## src/design/tdssm_fifo.sv

```systemverilog
`default_nettype none
module tdssm_fifo #(
    parameter int WIDTH = 8,
    parameter int DEPTH = 2,
    localparam int PW = (DEPTH > 1) ? $clog2(DEPTH) : 1,
    localparam int CW = $clog2(DEPTH + 1)
) (
    input  wire logic             i_clk,
    input  wire logic             i_rst_n,
    input  wire logic             i_push,
    input  wire logic [WIDTH-1:0] i_data,
    output logic                  o_full,
    input  wire logic             i_pop,
    output logic      [WIDTH-1:0] o_data,
    output logic                  o_empty
);

    logic [WIDTH-1:0] r_mem [DEPTH];
    logic [PW-1:0]    r_wp, n_wp, r_rp, n_rp;
    logic [CW-1:0]    r_cnt, n_cnt;
    logic             do_push, do_pop;

    assign o_full  = (r_cnt == CW'(DEPTH));
    assign o_empty = (r_cnt == '0);
    assign o_data  = r_mem[r_rp];
    assign do_push = i_push && !o_full;
    assign do_pop  = i_pop && !o_empty;

    always_comb begin
        n_wp  = r_wp;
        n_rp  = r_rp;
        n_cnt = r_cnt;
        if (do_push) begin
            n_wp = (r_wp == PW'(DEPTH - 1)) ? '0 : r_wp + 1'b1;
        end
        if (do_pop) begin
            n_rp = (r_rp == PW'(DEPTH - 1)) ? '0 : r_rp + 1'b1;
        end
        case ({do_push, do_pop})
            2'b10:   n_cnt = r_cnt + 1'b1;
            2'b01:   n_cnt = r_cnt - 1'b1;
            default: n_cnt = r_cnt;
        endcase
    end

    always_ff @(posedge i_clk) begin
        if (!i_rst_n) begin
            r_wp  <= '0;
            r_rp  <= '0;
            r_cnt <= '0;
        end else begin
            r_wp  <= n_wp;
            r_rp  <= n_rp;
            r_cnt <= n_cnt;
        end
    end

    always_ff @(posedge i_clk) begin
        if (do_push) begin
            r_mem[r_wp] <= i_data;
        end
    end

endmodule
`default_nettype wire

```

## config.mk

```make
export PLATFORM = sky130hd
export DESIGN_NAME = tdssm_fifo
export DESIGN_NICKNAME = d
export VERILOG_FILES = /design/src/design/tdssm_fifo.sv
export SDC_FILE = /design/constraint.sdc
export NUM_CORES = 1
export LEC_CHECK = 0
export BUFFER_PORTS_ARGS = -buffer_cell sky130_fd_sc_hd__buf_4
export CORE_UTILIZATION = 40
export DETAILED_ROUTE_END_ITERATION = 7
export RECOVER_POWER = 25
export SYNTH_ARGS = -nofsm -noshare
export SYNTH_HDL_FRONTEND = slang
export SYNTH_SLANG_ARGS = --single-unit
```

## constraint.sdc

```tcl
create_clock -name i_clk -period 1.7 [get_ports i_clk]
set_input_delay 0.085 -clock i_clk [delete_from_list [all_inputs] [get_ports i_clk]]
set_output_delay 0.085 -clock i_clk [all_outputs]
set_load 0.02 [all_outputs]
```

After elaboration in Yosys (flattened, before gate mapping)
Memory sizes are Yosys's and may differ from the RTL's. A register that Yosys moved wholly into a read port is not among the register bits.
Index checks and enable logic that the tools add are counted.

word-level totals
  bits in registers = 4
  memory bits (writable) = 16
  input port bits = 12
  output and inout bits = 10
  word-level logic and storage cells = 24
  memories kept = 1

memories
  memory  depth  width  read ports  clocked after memory_dff  write ports  line  text
  r_mem   2      8      1           1                         1            18    logic [WIDTH-1:0] r_mem [DEPTH];

operators by class
  $add $sub $neg = 4
  equality and inequality tests = 3
  muxes and demuxes = 7
  reduce and logical (&&, ||, !) cells = 6

operators by type and width
  operator                                              count
  two-way mux 1 bit                                     6
  equality test 2 bit (second input constant)           2
  one-hot mux 2 bit (2 select lines)                    1
  adder 1 bit (second input constant)                   2
  adder 2 x 1 -> 2 bit (second input constant)          1
  equality test 2 x 1 -> 1 bit (second input constant)  1
  logical AND 1 bit                                     2
  zero test 1 bit                                       2
  zero test 2 bit                                       1
  nonzero test 2 bit                                    1
  subtractor 2 x 1 -> 2 bit (second input constant)     1

Depth between registers and ports, before layout
  depth after elaboration = 5
  mapped depth = 6

Worst setup path before layout
Ideal clock, no wire load.

  path kind = register to register
  start point = register r_cnt[0]
  end point = memory r_mem[0][0], enable pin
  setup time = 0.324 ns
  arrival = 1.121 ns
  slack = 0.255 ns
  stages on the path, launching flop included = 5
  clock period less this slack = 1.445 ns
  path through = dfxtp_1 > nand2b_2 > inv_2 > or3_1 > inv_1

between the ends
  longest elaborated chain between the ends = 5

ends and longest elaborated chain
  item                                     line  text
  from (decl)                              20    logic [CW-1:0] r_cnt, n_cnt;
  from (signal assigned)                   54    r_cnt <= n_cnt;
  equality test 2 bit                      23    assign o_full = (r_cnt == CW'(DEPTH));
  net o_full                               12    output logic o_full,
  zero test 1 bit                          26    assign do_push = i_push && !o_full;
  logical AND 1 bit                        26
  two-way mux 1 bit                        59    if (do_push) begin
  two-way mux 1 bit (not written as such)  60    r_mem[r_wp] <= i_data;
  to (decl)                                18

The timed path passes the listed nets, and every way through them passes these cells.

Worst setup path after layout
  start point = register r_cnt[0]
  end point = register r_cnt[1]

between the ends
  longest elaborated chain between the ends = 5
  elaborated cells on any way between the ends = 12
  classes of those cells = add/sub: 2; eq/ne: 3; mux: 1; reduce/logical: 6

ends and longest elaborated chain
  item                                                                      line    text
  equality test 2 bit or zero test 2 bit (tied branches)                    23, 24
  zero test 1 bit (on tied branches)                                        26, 27
  logical AND 1 bit (on tied branches)                                      26, 27
  equality test 2 x 1 -> 1 bit or equality test 2 bit (tied branches)       39      case ({do_push, do_pop})
  one-hot mux 2 bit (2 select lines) or nonzero test 2 bit (tied branches)  -

Several ways; a longest one is shown, not always the timed one.
A chain may end at the register's enable or synchronous reset.

==> results.toml <==
[sta]
timing.clock.skew_ns = 0.00401
finalWorstSetupSlack_ns = 0.151
finalCriticalPeriod_ns = 1.55
max_slew.worst_pin.slew_ns = 0.381
setup_tns_ns = 0
grt_setup_unrepaired = "false"
fin_worst_hold_slack_ns = 0.0355
setup_violations = 0
period_share_pct = 91.1
slew_violations = 0
worst_slew_margin_rel_pct = 74.6
maxClockFrequency_mhz = 646
final_number_of_hold_violating_endpoints = 0

[floorplanning]
dieArea_mm2 = 0.00221
top_level_ports = 22
rows = 15
die_w_um = 47.0
initial_utilization_pct = 44.5
core_mm2 = 0.00182
die_height_um = 47.0

[global_routing]
grt_max_degree = 12
number_of_antenna_violations_at_the_first_check_in_global_routing = 0
via_count_of_the_first_global_routing_pass = 421
global_route.usage.total_pct = 12.0
grt_pass1_wl_um = 1770
gr-total-overflow = 0

[route]
via_count = 466
route.detailed.drc = 0
first_iter_violations = 1
detail_route.wl_per_cell_um = 10.2
detail_route.vias_per_cell = 4.31
totalWireLength_um = 1100
antenna_violating_nets_post_route = 0
drt_first_pass_iters = 2

[finish]
most-common-layout-cells = "sky130_fd_sc_hd__edfxtp_1 (16), sky130_fd_sc_hd__buf_4 (15), sky130_fd_sc_hd__clkbuf_4 (9)"
nFillCells = 158
finalInstanceArea_mm2 = 0.00110
finish.net_count = 97
antennaDiodeCount = 0
most_frequent_standard_cell_in_the_layout_excluding_fill_and_tap_cells = "sky130_fd_sc_hd__edfxtp_1"
post_route_cells_drive_above_1_share_pct = 41.0
area_growth_pct = 36.0

[placement]
post-dp-hpwl_um = 788
dpl_cell_area_um2 = 996
placement.io_buffers = 21
post-place-ws_ns = 0.162
gp_congestion = 0.648

[synthesis]
netlist-cell-type-count = 18
yosys_register_bits = 21
synth_fp_nets = 64
syn-mean-instance-area_um2 = 15.9
syn-instance-count = 51
syn_area_um2 = 811
ys_seq_area_share_pct = 71.6
synth_warnings = 0

[setup_path]
worst_ep_arrival_time_ns = 1.78
critPathCaptureType = "flop"
worst_setup_path_start_kind = "flop"
critical_path.max_fanout = 5
cp_data_required_time_ns = 1.93
setup.worst_path.class = "reg2reg"

[clock_network]
clk-insertion-delay-late_ns = 0.29
clkSinkCount = 21
cts.reportedPaths.clkPinSlew_ns = 0.11
cts_tree = "built"
clock_tree.root_cell = "sky130_fd_sc_hd__clkbuf_4"
clock_tree.htree_level_count = 1
cts.path.max_buffers = 2
cts_made_buffers = 3
post_cts.repair.setup_buffers = 0

[pwr]
power.density_cell_area_mw_per_mm2 = 1400
power_leakage_nw = 0.432
peak_supply_drop_mv = 0.950

[job]
cap_viol_max_count = 0

[min_path]
hold_path.class = "in2reg"

[outcome]
status = "finished clean"
## routing by layer
metal | up-vias | track usage (%) | wire length (µm)
met5 | - | 0 | 0
met4 | 0 | 6.86 | 10
met3 | 2 | 3.46 | 45
met2 | 13 | 20.0 | 502
met1 | 202 | 13.9 | 542
li1 | 249 | - | -
## per-stage QoR
stage	std cells	total power, W	util, %
global route	108	0.00165	60.5
finish	108	0.00154	60.5
CTS	108	0.00156	60.5
floorplan	51	0.00112	-
detailed placement	96	0.00133	54.7
global placement	96	0.00132	54.7
## cells by family (layout without fill, tap and decap cells)
family	Yosys count	in the layout	synth area share, %
flip-flops	21	21	71.6
AND/OR/NAND/NOR	9	9	6.64
multiplexers	8	8	11.1
AO/OA/AOI/OAI	5	5	4.01
buffers and inverters	4	36	1.85
XOR/XNOR	3	3	3.24
adder cells (fa/ha/maj)	1	1	1.54
## flip-flops by register name (all words and copies together), names as in the netlist, named ones only
signal,flops
r_cnt,2
r_rp,1
r_mem,16
r_wp,1
## synthesized netlist by cell type
| master | number | area share (%) |
|---|---|---|
| sky130_fd_sc_hd__xnor2_1 | 3 | 3.2 |
| sky130_fd_sc_hd__o21a_1 | 1 | 0.93 |
| sky130_fd_sc_hd__mux2_2 | 8 | 11 |
| sky130_fd_sc_hd__a21boi_1 | 2 | 1.9 |
| sky130_fd_sc_hd__nor2b_1 | 2 | 1.5 |
| sky130_fd_sc_hd__and2_1 | 1 | 0.77 |
| sky130_fd_sc_hd__nand2_1 | 1 | 0.46 |
| sky130_fd_sc_hd__inv_1 | 2 | 0.93 |
| sky130_fd_sc_hd__clkbuf_1 | 1 | 0.46 |
| sky130_fd_sc_hd__nand2b_2 | 1 | 1.1 |
| sky130_fd_sc_hd__o21ai_0 | 2 | 1.2 |
| sky130_fd_sc_hd__edfxtp_1 | 16 | 59 |
| sky130_fd_sc_hd__dfxtp_1 | 5 | 12 |
| sky130_fd_sc_hd__ha_1 | 1 | 1.5 |
| sky130_fd_sc_hd__or3_1 | 2 | 1.5 |
| sky130_fd_sc_hd__nor2_1 | 1 | 0.46 |
| sky130_fd_sc_hd__inv_2 | 1 | 0.46 |
| sky130_fd_sc_hd__and3_1 | 1 | 0.77 |
## cell type report
class	count	area, µm²	share of cell area, %
inverters	3	11.3	1.02
multi-input cells	26	215	19.5
repair buffers	29	238	21.6
well taps	25	31.3	2.84
clock buffers	4	26.3	2.38
flip-flops and latches	21	581	52.7
## critical path: stages (launching register included)
cell and delay (ns):
sky130_fd_sc_hd__dfxtp_1 0.43, sky130_fd_sc_hd__nand2b_2 0.17, sky130_fd_sc_hd__nand2_1 0.06, sky130_fd_sc_hd__ha_1 0.33, sky130_fd_sc_hd__or3_1 0.36, sky130_fd_sc_hd__a21boi_1 0.14
## where the power goes
part           total [W]  leakage (nW)  switching (W)  internal, W
Clock           0.000223        0.0150       0.000132    0.0000910
Sequential      0.000732         0.191      0.0000718     0.000660
Combinational   0.000589         0.227       0.000281     0.000308
Total            0.00154         0.432       0.000484      0.00106
## final timing paths
check | start | end | slack [ns] | cells past startpoint
setup / recovery | r_cnt[0] | r_cnt[1] | 0.15 | 5
hold / removal | i_rst_n | r_cnt[0] | 0.04 | 2
setup reg to reg | r_cnt[0] | r_cnt[1] | 0.15 | 5
hold reg to reg | r_wp | r_wp | 0.50 | 2
## what timing repair did
item,CTS,global route
hold buffers,8,0
endpoints found under the hold margin,16,0
gates resized for setup,0,0
endpoints found under the setup margin,0,0
No activity file was read; power rests on OpenSTA's default activity.
