File: config.mk
export PLATFORM = sky130hd
export DESIGN_NAME = tdssm_front
export DESIGN_NICKNAME = d
export VERILOG_FILES = /design/src/design/tdssm_pkg.sv /design/src/design/tdssm_front.sv
export SDC_FILE = /design/constraint.sdc
export NUM_CORES = 1
export LEC_CHECK = 0
export BUFFER_PORTS_ARGS = -buffer_cell sky130_fd_sc_hd__buf_2
export CAP_MARGIN = 5
export CORE_ASPECT_RATIO = 1.1
export CORE_MARGIN = 5
export CORE_UTILIZATION = 28
export DETAILED_ROUTE_END_ITERATION = 10
export HOLD_SLACK_MARGIN = 0.08
export PLACE_DENSITY = 0.84
export SETUP_SLACK_MARGIN = 0.2
export SLEW_MARGIN = 20
export SYNTH_ARGS = -nofsm -noshare
export SYNTH_HDL_FRONTEND = slang
export SYNTH_SLANG_ARGS = --single-unit
File: constraint.sdc
create_clock -name i_clk -period 1.6 [get_ports i_clk]
set_input_delay 0.16 -clock i_clk [delete_from_list [all_inputs] [get_ports i_clk]]
set_output_delay 0.16 -clock i_clk [all_outputs]
set_load 0.01 [all_outputs]
File: src/design/tdssm_pkg.sv
`default_nettype none
package tdssm_pkg;

    localparam int CHANNELS_DEF = 256;
    localparam int CHAN_W       = 8;
    localparam int CHAN_SPACE   = 2 ** CHAN_W;
    localparam int CMD_QDEPTH   = 2;
    localparam int RES_QDEPTH   = 2;

    // ternary weight codes; the other two codes mean zero
    localparam logic [1:0] CODE_POS = 2'b01;
    localparam logic [1:0] CODE_NEG = 2'b10;

    localparam logic signed [16:0] SAT_HI = 17'sd127;
    localparam logic signed [16:0] SAT_LO = -17'sd128;

    typedef enum logic {
        K_LOAD = 1'b0,
        K_STEP = 1'b1
    } t_kind;

    typedef enum logic [1:0] {
        B_IDLE,
        B_CALC,
        B_EMIT
    } t_bstate;

    typedef struct packed {
        logic              kind;
        logic [7:0]        channel;
        logic signed [7:0] x_value;
        logic signed [7:0] weight_a;
        logic signed [7:0] weight_b;
        logic signed [7:0] weight_c;
    } t_in;

    typedef struct packed {
        logic [7:0]        channel_out;
        logic signed [7:0] y_value;
        logic signed [7:0] state_value;
    } t_out;

    // queued command, weights already decoded
    typedef struct packed {
        t_kind             kind;
        logic [7:0]        channel;
        logic signed [7:0] x_value;
        logic signed [7:0] w_a;
        logic signed [7:0] w_b;
        logic signed [7:0] w_c;
    } t_cmd;

    function automatic logic signed [7:0] sat8(input logic signed [16:0] v);
        logic signed [7:0] r;
        if (v > SAT_HI) begin
            r = 8'sd127;
        end else if (v < SAT_LO) begin
            r = -8'sd128;
        end else begin
            r = v[7:0];
        end
        return r;
    endfunction

    function automatic logic signed [7:0] decode_w(input logic packed_md,
                                                   input logic signed [7:0] f);
        logic signed [7:0] r;
        if (packed_md) begin
            case (f[1:0])
                CODE_POS: r = 8'sd1;
                CODE_NEG: r = -8'sd1;
                default:  r = 8'sd0;
            endcase
        end else begin
            r = f;
        end
        return r;
    endfunction

endpackage
`default_nettype wire

File: src/design/tdssm_front.sv
`default_nettype none
module tdssm_front #(
    parameter int CHANNELS = tdssm_pkg::CHANNELS_DEF
) (
    input  wire logic            i_clk,
    input  wire logic            i_rst_n,
    input  wire logic            i_cfg_valid,
    output logic                 o_cfg_ready,
    input  wire logic            i_cfg_data,
    input  wire logic            i_push,
    input  wire tdssm_pkg::t_in  i_in,
    output logic                 o_full,
    output logic                 o_cmd_push,
    output tdssm_pkg::t_cmd      o_cmd,
    input  wire logic            i_cmd_full
);

    logic r_packed;
    logic in_rng;

    assign o_cfg_ready = 1'b1;

    always_ff @(posedge i_clk) begin
        if (!i_rst_n) begin
            r_packed <= 1'b0;
        end else if (i_cfg_valid && o_cfg_ready) begin
            r_packed <= i_cfg_data;
        end
    end

    // channels past the configured count are taken and dropped
    assign in_rng     = (32'(i_in.channel) < CHANNELS);
    assign o_full     = i_cmd_full;
    assign o_cmd_push = i_push && !i_cmd_full && in_rng;

    // decode under the mode in force at transfer
    always_comb begin
        o_cmd.kind    = tdssm_pkg::t_kind'(i_in.kind);
        o_cmd.channel = i_in.channel;
        o_cmd.x_value = i_in.x_value;
        o_cmd.w_a     = tdssm_pkg::decode_w(r_packed, i_in.weight_a);
        o_cmd.w_b     = tdssm_pkg::decode_w(r_packed, i_in.weight_b);
        o_cmd.w_c     = tdssm_pkg::decode_w(r_packed, i_in.weight_c);
    end

endmodule
`default_nettype wire

======== After elaboration in Yosys (flattened, before gate mapping) ========
Index checks and enable logic that the tools add are counted.
storage, ports and cells
  logic and storage cells ................. 15
  bits in registers ....................... 1
  input port bits ......................... 47
  output and inout port bits .............. 44
operators by class
  multiplexer cells ....................... 6
  equal/unequal tests ..................... 6
  reduce and logical (&&, ||, !) cells .... 2
operator list
  cell                  number
  $pmux W8 S2           3
  $mux W8               3
  $eq A2 B1 Y1 const B  3
  $eq A2 B2 Y1 const B  3
  $logic_and A1 B1 Y1   1
  $logic_not A1 Y1      1

======== Logic depth before layout (Yosys ltp) ========
Gate-level depths: netlist of the first run.
  depth after elaboration ................. 3
  depth in mapped cells ................... 4

======== Least setup slack after synthesis of the first run ========
Ideal clock, no wire load.
  path type ............................... flip-flop to output port
  start point ............................. reg r_packed
  end point ............................... out o_cmd[10] (netlist bit)
  arrival time ............................ 0.762 ns
  path slack .............................. 0.678 ns
  buffers on the path ..................... 2
  required time ........................... 1.440 ns
  stages on the path, launching flop included .. 4
  cell sequence ........................... dfxtp_1 -> buf_6 -> buf_6 -> o21ai_1
RTL lines
  what                    RTL line           RTL
  from (decl)             tdssm_front.sv:18  logic r_packed;
  from (signal assigned)  tdssm_front.sv:27  r_packed <= i_cfg_data;
  to (decl)               tdssm_front.sv:14  output tdssm_pkg::t_cmd o_cmd,

==> run summary, run 1 <==
Status: completed
Initial antenna violation count: 0
Final worst path period need: 1.101 ns
Die Height: 54.67 um
Required @ worst endpoint: 1.44 ns
Sequential fraction of the synthesis area: 3.941%
Arrival time worst endpoint: 0.94 ns
Site Rows: 16
Post-Syn Area: 508.0 sq um
Number of max-cap violations: 0
Max VDD drop: 0.1338 mV
Ports: 91
Mux share of post-synthesis cell area: 7.882%
Post-DP Area: 644.4 sq um
Setup_tns: 0 ns
Crit path max fanout: 13
Final nets: 168
Top flop regs: r_packed: 1 flops
Max-slew violation count: 0
Routed Antenna Nets: 0
Worst Hold Slack: 0.3200 ns
Max FFs per register: 1
Core box area: 1762 sq um
Global-route wire length before repair: 1773 um
Drt pass-1 iters: 1
Met3 routed WL: 259 um
Design Power: 211.5 uW
Combinational power share: 84.4%
Yosys reg bits: 1
Clk_skew: 0 ns
Mapped Cells: 81
Crit start category: flip-flop
Syn_nets: 131
Wirelength per Cell: 9.537 um
Final Worst Setup Slack: 0.4989 ns
Gpl congestion: 0.6100
Synth unique cells: 12
# fillers: 201
Largest family of logic cells by synthesized area: buffers and inverters
Vias per Instance: 4.090
Leak Pwr: 0.0004543 uW
Dpl hpwl: 1195 um
WL met2: 586 um
Compound-Gate Fraction of Synth Area: 22.91%
Post-Synth XOR/XNOR Area: 0%
Most common cell after layout, fill and taps aside: buf_2
Final Hold Viols: 0
Switching Share: 44.58%
Largest net degree at the start of global routing: 14
Area Overhead vs Synth: 27.09%
Max Used Layer: met4
Worst-skew pair later-pin latency: 0 ns
Setup violators final: 0
Vias in the first global route: 420
Clk slew on worst S/H paths: 0 ns
Hold WC Path Type: input pin to output pin
Iteration-0 DRC Markers: 0
RSZ-0062 raised after global routing: false
Warnings from Yosys: 0
# diodes: 0
Sw Pwr: 94.29 uW
Fin crit share: 68.82%
Total Routed Length: 1278 um
Simple-gate share of the synthesized area: 4.680%
Chip width: 50.61 um
Top reg by flops: r_packed
Most frequent cells in the layout: buf_2, inv_1, o21ai_1
Crit Path Category: flip-flop to output pin
Clock Power Share: 0%
Starting Density: 28.84%
Sequential Power Share: 15.6%
Tot GR Track Use: 7.688%
Via count: 548
Mean Syn Cell Area: 6.271 sq um
Share of cells above drive strength 1: 52.59%
Int Power: 117.2 uW
Met1 wire length: 411 um
# DRC: 0
Area leader, netlist: buf_4
Post-route cell area: 645.6 sq um
Max Clock Freq: 908.2 MHz
Grt total ovfl: 0
Power Density: 327.6 nW/um^2
Place WS: 0.2561 ns
Adder-cell share of the synthesized area: 7.389%
Yosys top cell area share: 28.08%
Worst setup EP type: output pin
Die area: 2767 sq um
Port Buffers: 55
Top post-synthesis cells by area: buf_4, inv_1, o21ai_1, mux2i_1, ha_1
## final cells by class
| cell class | instances | area [sq um] | share of cell area (%) |
|---|---|---|---|
| Inverter | 24 | 90.09 | 13.95 |
| Multi-Input combinational cell | 34 | 221.5 | 34.30 |
| Sequential cell | 1 | 21.27 | 3.295 |
| Tap cell | 18 | 22.52 | 3.488 |
| Timing Repair Buffer | 57 | 290.3 | 44.96 |
## power by group through the flow
stage / combinational (uW) / clock [uW] / sequential, uW
6_report: 179 / 0 / 33.0
5_1_grt: 203 / 0 / 33.8
4_1_cts: 183 / 0 / 32.8
3_5_place_dp: 183 / 0 / 32.8
3_3_place_gp: 180 / 0 / 32.5
2_1_floorplan: 149 / 0 / 27.5
## worst max-delay path, cell delays in order, from the launching register on
cell	delay [ns]
dfxtp_2	0.46
nand2_1	0.21
o21ai_1	0.13
buf_2	0.15
## cell families after synthesis
kind of cell	after synthesis
AO/OA/AOI/OAI	21
adder cells (fa/ha/maj)	3
buffers and inverters	46
flip-flops	1
multiplexers	4
other	1
AND/OR/NAND/NOR	5
## routing by layer
layer | up-vias | track usage, %
met1 | 209 | 8.682
li1 | 293 | -
met2 | 42 | 12.81
met3 | 4 | 4.087
met4 | 0 | 1.702
met5 | - | 0
## stage by stage
stage	util, %	cells
floorplan	-	81
global placement	36.58	134
detailed placement	36.58	134
CTS	36.58	134
global route	36.65	134
finish	36.65	134
## worst paths after layout
path / slack, ns / to / startpoint / cells after the start
hold reg to reg: 0.62 / r_packed / r_packed / 2
hold / removal: 0.32 / o_cmd[24] / i_in[24] / 0
setup reg to reg: 0.86 / r_packed / r_packed / 2
setup / recovery: 0.50 / o_cmd[2] / r_packed / 3
## what timing repair did
action / 4_1_cts / 5_1_grt
buffers inserted: 0 / 0
hold buffers: 0 / 0
endpoints found under the hold margin: 0 / 0
resized for setup: 0 / 1
setup endpoints to repair: 0 / 20
## cells in the mapped netlist
cell / count
o21ai_1: 17
inv_1: 24
mux2i_1: 4
nand2_1: 3
ha_1: 3
buf_4: 19
o21ai_0: 1
o21ai_2: 3
conb_1: 1
buf_6: 3
dfxtp_1: 1
nor2b_1: 2
Note: power is estimated with default switching activity, not from simulation.
==> inputs of run 2 (changes only) <==
Settings changed: CORE_UTILIZATION 28 to 26, PLACE_DENSITY 0.84 to 0.79.
Clock period 1.6 ns to 1.1 ns, I/O delays scaled along.
==> run 2 against run 1 <==
Effect of this change: total power up 84%; flip-flop and latch count unchanged; highest routed layer unchanged; hold slack worse by 0.10 ns.
==> run summary, run 2 (synthesis gave the netlist of run 1 again) <==
Crit path max fanout: 7 (was 13)
Most common cell after layout, fill and taps aside: buf_2 (unchanged)
Max-slew violation count: 0 (unchanged)
Crit Path Category: flip-flop to output pin (unchanged)
Number of max-cap violations: 0 (unchanged)
Fin crit share: 85.69%
Top reg by flops: r_packed (unchanged)
Max Clock Freq: 1061 MHz
Clk_skew: 0 ns (unchanged)
Global-route wire length before repair: 2359 um (was 1773 um)
Wirelength per Cell: 10.59 um (was 9.537 um)
Clk slew on worst S/H paths: 0 ns (about the same)
Worst setup EP type: output pin (unchanged)
Dpl hpwl: 1233 um (was 1195 um)
Leak Pwr: 0.0005457 uW (was 0.0004543 uW)
Vias in the first global route: 579 (was 420)
Core box area: 1822 sq um (was 1762 sq um)
Setup violators final: 0 (unchanged)
Required @ worst endpoint: 0.99 ns (was 1.44 ns)
Share of cells above drive strength 1: 71.31% (was 52.59%)
Crit start category: flip-flop (unchanged)
Final nets: 174 (was 168)
Most frequent cells in the layout: buf_2, inv_1, o21ai_2 (was buf_2, inv_1, o21ai_1)
Die area: 2939 sq um (was 2767 sq um)
Total Routed Length: 1578 um (was 1278 um)
Final worst path period need: 0.9426 ns
Max FFs per register: 1 (unchanged)
Setup_tns: 0 ns (unchanged)
Final Hold Viols: 0 (unchanged)
Arrival time worst endpoint: 0.83 ns (was 0.94 ns)
Ports: 91 (unchanged)
# hold bufs at CTS: 0 (unchanged)
Tot GR Track Use: 9.456% (was 7.688%)
Iteration-0 DRC Markers: 1 (was 0)
Chip width: 52.15 um (was 50.61 um)
Worst Hold Slack: 0.2200 ns (was 0.3200 ns)
Worst-skew pair later-pin latency: 0 ns (about the same)
Area Overhead vs Synth: 61.33% (was 27.09%)
Max VDD drop: 0.3073 mV (was 0.1338 mV)
Routed Antenna Nets: 0 (unchanged)
Port Buffers: 55 (unchanged)
Vias per Instance: 4.067 (was 4.090)
Drt pass-1 iters: 2 (was 1)
Via count: 606 (was 548)
# DRC: 0 (unchanged)
RSZ-0062 raised after global routing: true (was false)
Grt total ovfl: 0 (unchanged)
Largest net degree at the start of global routing: 8 (was 14)
Site Rows: 16 (unchanged)
# diodes: 0 (unchanged)
Status: completed (unchanged)
Gpl congestion: 0.6591 (was 0.6100)
Die Height: 56.36 um (was 54.67 um)
Initial antenna violation count: 0 (unchanged)
Starting Density: 27.88% (was 28.84%)
Top flop regs: r_packed: 1 flops (unchanged)
Power Density: 473.9 nW/um^2 (was 327.6 nW/um^2)
Hold WC Path Type: input pin to output pin (unchanged)
Design Power: 388.4 uW (was 211.5 uW)
# fillers: 205 (was 201)
-- run 2: cell count changes in the layout (fill, tap and decap cells not counted), moves of 2 or more --
cell,previous run,this run
buf_6,0,2
buf_12,0,2
inv_2,0,2
inv_1,24,22
o21ai_2,3,17
nand2_1,3,0
o21ai_1,17,3
nand2_4,0,3
-- run 2: worst max-delay path, stage by stage, from the launching register on --
cell and delay, ns:
dfxtp_2 0.31, buf_6 0.14, buf_12 0.13, o21ai_2 0.11
buf_2 0.14
-- run 2: timing repair --
| item | 4_1_cts | 5_1_grt |
|---|---|---|
| gates cloned | 1 | 0 |
| gates resized for setup | 13 | 16 |
| setup buffers | 3 | 1 |
| setup endpoints to repair | 24 | 25 |
| pin swaps | 17 | 2 |
-- run 2: layout make-up --
class	instances	area, sq um	share of cell area [%]
timing repair buffer	63	375.4	45.80
inverter	24	90.09	10.99
sequential	1	21.27	2.595
tap	27	33.78	4.122
multi-input combinational	34	299.0	36.49
-- run 2: through the flow --
stage / setup slack [ns] / instances / util (%) / cell area [sq um]
after floorplan: 0.2281 / 81 / - / 508.0
after global placement: 0.06774 / 144 / 36.40 / 663.1
after detailed placement: 0.04734 / 144 / 36.40 / 663.1
after CTS: 0.1688 / 148 / 41.62 / 758.2
after global routing: 0.1192 / 149 / 44.99 / 819.5
final: 0.1574 / 149 / 44.99 / 819.5
-- run 2: power by group --
group	internal (uW)	switching, uW	leakage [uW]
combinational	179	168	0.000537
clock	0	0	0
sequential	39.7	2.33	0.00000861
total	218	170	0.000546
-- run 2: layer usage --
layer | vias up | track usage, % | part of all wire (%)
met5 | - | 0 | 0
met4 | 0 | 2.555 | 2.8
met3 | 10 | 0.5291 | 9.1
met2 | 29 | 17.77 | 55
met1 | 261 | 11.16 | 33
li1 | 306 | - | -
-- run 2: worst paths after layout --
| kind | startpoint | to | slack, ns | cells after the start |
|---|---|---|---|---|
| setup / recovery | r_packed | o_cmd[6] | 0.16 | 4 |
| hold / removal | i_in[25] | o_cmd[25] | 0.22 | 0 |
| setup reg to reg | r_packed | r_packed | 0.22 | 4 |
| hold reg to reg | r_packed | r_packed | 0.79 | 4 |
